`config.mk`:
```
export PLATFORM = sky130hd
export DESIGN_NAME = clbp_code
export DESIGN_NICKNAME = d
export VERILOG_FILES = /design/src/rtl/clbp_pkg.sv /design/src/rtl/clbp_code.sv
export SDC_FILE = /design/constraint.sdc
export NUM_CORES = 2
export LEC_CHECK = 0
export BUFFER_PORTS_ARGS = -buffer_cell sky130_fd_sc_hd__buf_4
export CORE_MARGIN = 2
export CORE_UTILIZATION = 35
export CTS_CLUSTER_DIAMETER = 100
export DETAILED_ROUTE_END_ITERATION = 10
export SLEW_MARGIN = 20
export SYNTH_ARGS = -nofsm -noshare
export SYNTH_HDL_FRONTEND = slang
export SYNTH_SLANG_ARGS = --single-unit
```
`constraint.sdc`:
```
create_clock -name clk -period 7.6 [get_ports clk]
set_input_delay 0.38 -clock clk [delete_from_list [all_inputs] [get_ports clk]]
set_output_delay 0.38 -clock clk [all_outputs]
set_load 0.02 [all_outputs]
```
`src/rtl/clbp_pkg.sv`:
```
// shared types and constants for the circular lbp radius-2 code block
package clbp_pkg;

  localparam int CLBP_MAX_WIDTH = 1024;
  localparam int MIN_SIZE       = 5;
  localparam int MAX_HEIGHT     = 4095;
  localparam int BORDER         = 4;

  localparam int PIX_W    = 8;
  localparam int CFG_W_W  = 11;
  localparam int CFG_H_W  = 12;
  localparam int CFG_D_W  = 12;
  localparam int SUM_W    = 24;
  localparam int FIFO_DEP = 8;

  localparam logic [CFG_W_W-1:0] RST_WIDTH  = 11'd640;
  localparam logic [CFG_H_W-1:0] RST_HEIGHT = 12'd480;

  // Q0.16 bilinear weights for the diagonal samples
  localparam logic [15:0] W_NEAR = 16'd22488;
  localparam logic [15:0] W_SIDE = 16'd15902;
  localparam logic [15:0] W_FAR  = 16'd11244;

  typedef enum logic [0:0] {
    REG_IMAGE_WIDTH  = 1'b0,
    REG_IMAGE_HEIGHT = 1'b1
  } cfg_reg_t;

  // 5x5 neighbourhood, [row][col], row 0 oldest
  typedef logic [4:0][4:0][PIX_W-1:0] win_t;

  typedef struct packed {
    logic vld;
    logic last;
  } clbp_tag_t;

endpackage

```
`src/rtl/clbp_code.sv`:
```
// lbp code unit: registered bilinear sums and axis comparisons, then the four diagonal comparisons
module clbp_code
  import clbp_pkg::*;
(
  input  logic       clk,
  input  logic       rst_n,
  input  clbp_tag_t  tag_in,
  input  win_t       win,
  output clbp_tag_t  tag_out,
  output logic [7:0] lbp_code
);

  typedef logic [3:0][SUM_W-1:0] sums_t;

  clbp_tag_t        tag_r;
  sums_t            sums_r;
  sums_t            sums_nxt;
  logic [3:0]       axis_r;
  logic [3:0]       axis_nxt;
  logic [SUM_W-1:0] ref_r;

  function automatic logic [SUM_W-1:0] cell_sum(
    input logic [PIX_W-1:0] near,
    input logic [PIX_W-1:0] s1,
    input logic [PIX_W-1:0] s2,
    input logic [PIX_W-1:0] far
  );
    logic [SUM_W-1:0] side;
    side = SUM_W'(s1) + SUM_W'(s2);
    return SUM_W'(near) * SUM_W'(W_NEAR) + side * SUM_W'(W_SIDE)
         + SUM_W'(far) * SUM_W'(W_FAR);
  endfunction

  always_comb begin
    // 0 up-right, 1 up-left, 2 down-left, 3 down-right
    sums_nxt[0] = cell_sum(win[1][3], win[0][3], win[1][4], win[0][4]);
    sums_nxt[1] = cell_sum(win[1][1], win[0][1], win[1][0], win[0][0]);
    sums_nxt[2] = cell_sum(win[3][1], win[3][0], win[4][1], win[4][0]);
    sums_nxt[3] = cell_sum(win[3][3], win[3][4], win[4][3], win[4][4]);
    // 0 right, 1 up, 2 left, 3 down
    axis_nxt[0] = win[2][4] >= win[2][2];
    axis_nxt[1] = win[0][2] >= win[2][2];
    axis_nxt[2] = win[2][0] >= win[2][2];
    axis_nxt[3] = win[4][2] >= win[2][2];
  end

  always_ff @(posedge clk) begin
    if (!rst_n) begin
      tag_r.vld <= 1'b0;
    end else begin
      tag_r.vld <= tag_in.vld;
    end
    tag_r.last <= tag_in.last;
    sums_r     <= sums_nxt;
    axis_r     <= axis_nxt;
    ref_r      <= {win[2][2], 16'd0};
  end

  always_comb begin
    tag_out     = tag_r;
    lbp_code[0] = axis_r[0];
    lbp_code[1] = sums_r[0] >= ref_r;
    lbp_code[2] = axis_r[1];
    lbp_code[3] = sums_r[1] >= ref_r;
    lbp_code[4] = axis_r[2];
    lbp_code[5] = sums_r[2] >= ref_r;
    lbp_code[6] = axis_r[3];
    lbp_code[7] = sums_r[3] >= ref_r;
  end

endmodule

```
# Word level (Yosys, flattened, before mapping)
# Index checks and enable logic that the tools add are counted.
# classes
order_cmp	8
n_reduce_logical	0
mux	0
div_mod_pow	0
bitwise	0
add_sub_neg	12
shift	0
n_eq_ne	0
n_mul	12
# ops
operator	count
multiplier 8 x 12 -> 20 bit (second input constant)	8
adder 23 x 23 -> 24 bit	4
adder 24 x 22 -> 24 bit	4
>= comparator 24 bit	4
multiplier 9 x 13 -> 22 bit (second input constant)	4
adder 8 x 8 -> 9 bit	4
>= comparator 8 bit	4
# word_totals
input_bits	204
elab_cells	40
mem_count	0
latchBits	0
romBits	0
out_inout_bits	10
reg_bits	110
ramBits	0

# Depth between registers and ports, before layout
# logic_depth
word_depth	4
depth_mapped	34

# Worst setup path after synthesis
# OpenSTA, ideal clock, no wires.
# synth_path
path_kind	input to register
startpoint	input win[24] (netlist bit)
endpoint	register sums_r[21] (netlist bit)
stages	33
arrival_ns	7.184
setup_slack_ns	0.292
n_path_buf	0
t_required_ns	7.477
cell_sequence	ha_1 -> inv_1 -> fa_1 -> nor2b_1 -> o21ai_0 -> a21boi_0 -> o21ai_0 -> nor3b_1 -> nor2_1 -> inv_1 -> fa_1 -> fa_1 -> inv_1 -> fa_1 -> fa_1 -> ha_1 -> o21ai_0 -> nand2b_1 -> a21oi_1 -> nor3_1 -> nor4_1 -> nor2_1 -> xnor2_1 -> fa_1 -> inv_1 -> ha_1 -> a21o_1 -> a21oi_1 -> a21boi_0 -> or3_1 -> a31oi_1 -> o21bai_1 -> xor2_1
# synth_rtl
item	line	source
from (decl)	clbp_code.sv:8	input win_t win,
to (signal assigned)	clbp_code.sv:54	sums_r <= sums_nxt;
to (decl)	clbp_code.sv:16	sums_t sums_r;

==> metrics.txt <==
status=finished clean; worst-margin pin slew=between 0.9 and 1 ns; post-synthesis cell type count=76; Crit Path Class=in2reg; htree depth=3; Crit Path Max Fanout=5; I/O Pins=214; f_max=between 100 and 150 MHz; initial core utilization=0.352; die height=315 um; hold depth=1; GRT Residual Overflow=0; DR iter-0 viols=~1,100; unrepaired setup endpoints after global routing=yes; Most common cell on crit path=fa_1; #FFs+latches synth=106; n_diodes=0; Layout Nets=approximately 5,500; global-route wire length before repair=133,000 um; number of global-route vias before repair=approximately 27,000; antenna viol nets, final=0; period utilization=0.952; Routed wire per std cell=14.9 um; crit path DAT=around 7.5 ns; Total Routing Usage GR=0.165; via/cell ratio=roughly 4.8; hold wc startpoint=tag_in[0]; crit path buf inv count=5; CTS tree=done; final setup vio count=0; Final Hold Viols=0; minimum clock period=just over 7 ns; initial antenna violation count=0; Post-synth EDFFs=0; GP Congestion=roughly 0.87; drt first pass iters=5; cell with the most instances after synthesis=inv_1; drt drc=0; Avg Inst Size Synth=about 9 um2; Root Buffer=clkbuf_16; cell taking the most area after synthesis=ha_1; P&R area growth vs syn=13.3%; fillers=between 9,000 and 10,000; number of max-cap violations=0; CTS Buf Count=9; Setup crit start=win[25]; die width=315 um; largest net degree at the start of global routing=18; post-synthesis cell count=roughly 3,700; Min Hold Slack=about 0.085 ns; crit-path leading delay family=adder cells; CP max-delay cell=fa_1; Die ar.=between 90,000 and 100,000 um2; Req. time, crit path=7.88 ns; Seq/Total Area, Yosys=0.0625; port bufs=181; final slew viol count=0; Routed WL=79,300 um; area fraction of the dominant cell type after synthesis=0.277; Max clock buf depth=2; DPL Wire Length=between 70,000 and 80,000 um; HP Class=in2reg; Synth top cells by count=inv_1 (797), ha_1 (752), fa_1 (461); layout cells sized above 1=0.103; CTS Sinks=between 100 and 150; Netlist Area Pre-Place=roughly 34,000 um2; ys async rst share=0; Worst path max stage delay=~0.55 ns; hold buffers post-CTS=0; row cnt=about 110; worst min-delay path endpoint=tag_out[0]; vias=roughly 26,000; Post-Syn Nets=5,129; startpoint types=input port; Slew Limit Headroom=0.339; Synth area leaders=ha_1 (28%), fa_1 (27%), inv_1 (8.8%), dfxtp_1 (6.3%), xnor2_1 (4.3%); Post-synth top flop=dfxtp_1; type of destination of the critical path=register; core area=a little under 100,000 um2; Clk pin slew, worst setup/hold paths=~0.08 ns; Ys Warns=0
[worst max path at each step]
stage	end	slack, ns	cells after the start
after global placement	sums_r[21]	-0.20	34
final	sums_r[21]	0.36	32
after detailed placement	sums_r[71]	-0.24	31
after global routing	sums_r[21]	-0.05	35
after CTS	sums_r[71]	0.16	31
after floorplan	sums_r[21]	0.29	33
[flip-flops by register name, indices dropped and copies added (netlist names)]
register and count:
ref_r 8, tag_out 2, axis_r 4, sums_r 92
[stage by stage]
stage	TNS (ns)	setup WS, ns	utilization	cell area [um2]	cells
detailed placement	-1.07	-0.244	0.395	38100	5313
global placement	-0.739	-0.202	0.395	38100	5313
global route	-0.0459	-0.0459	0.399	38500	5333
CTS	0	0.158	0.398	38400	5328
floorplan	0	0.292	-	33900	3712
finish	0	0.363	0.399	38500	5333
[layer usage]
metal / vias up / GRT usage / wire (um)
li1: 13100 / - / -
met1: 12300 / 0.238 / 39700
met2: 315 / 0.272 / 36200
met3: 42 / 0.0174 / 2370
met4: 0 / 0.0266 / 1060
met5: - / 0 / 0
[logic make-up after synthesis]
logic type	Yosys count	synth area share
adder cells (fa/ha/maj)	1213	0.549
XOR/XNOR	242	0.0625
flip-flops	106	0.0625
AO/OA/AOI/OAI	741	0.142
buffers and inverters	821	0.0908
AND/OR/NAND/NOR	577	0.0889
multiplexers	12	0.00361
[layout by cell type (no fill, tap or decap), types with 8 or more instances in the layout]
| cell | instances |
|---|---|
| nand3b_1 | 12 |
| nor3_1 | 47 |
| and3_1 | 21 |
| inv_1 | 797 |
| or3_1 | 16 |
| nand4_1 | 24 |
| mux2i_1 | 10 |
| a21boi_0 | 9 |
| nand3_1 | 45 |
| clkbuf_16 | 9 |
| ha_1 | 752 |
| fa_1 | 460 |
| nor2b_1 | 37 |
| xor2_1 | 74 |
| a21oi_1 | 214 |
| nor4_1 | 19 |
| buf_4 | 354 |
| a211oi_1 | 15 |
| o21bai_1 | 39 |
| o211ai_1 | 18 |
| nor4b_1 | 10 |
| nand2b_1 | 44 |
| a21o_1 | 111 |
| nand2_1 | 111 |
| a211o_1 | 8 |
| and2_1 | 8 |
| o311ai_0 | 9 |
| o21ai_0 | 131 |
| or2_2 | 17 |
| o21a_1 | 43 |
| a31oi_1 | 23 |
| xnor2_1 | 166 |
| o31ai_1 | 17 |
| nor2_1 | 134 |
| dfxtp_1 | 106 |
[cell type report]
class	instances	area, um2	share of cell area
multi-input cells	2785	28800	0.749
inverters	797	2990	0.0778
repair buffers	354	2660	0.0691
flip-flops and latches	106	2120	0.0552
well taps	1276	1600	0.0415
clock buffers	10	239	0.00621
clock inverters	5	62.6	0.00163
[timing repair]
item / CTS / global route
gates resized for setup: 0 / 24
endpoints found under the setup margin: 0 / 22
buffers inserted: 0 / 5
Power is left out: the tool's default activity adds up to more than one toggle a clock period on the data nets, which glitch-free logic cannot reach.
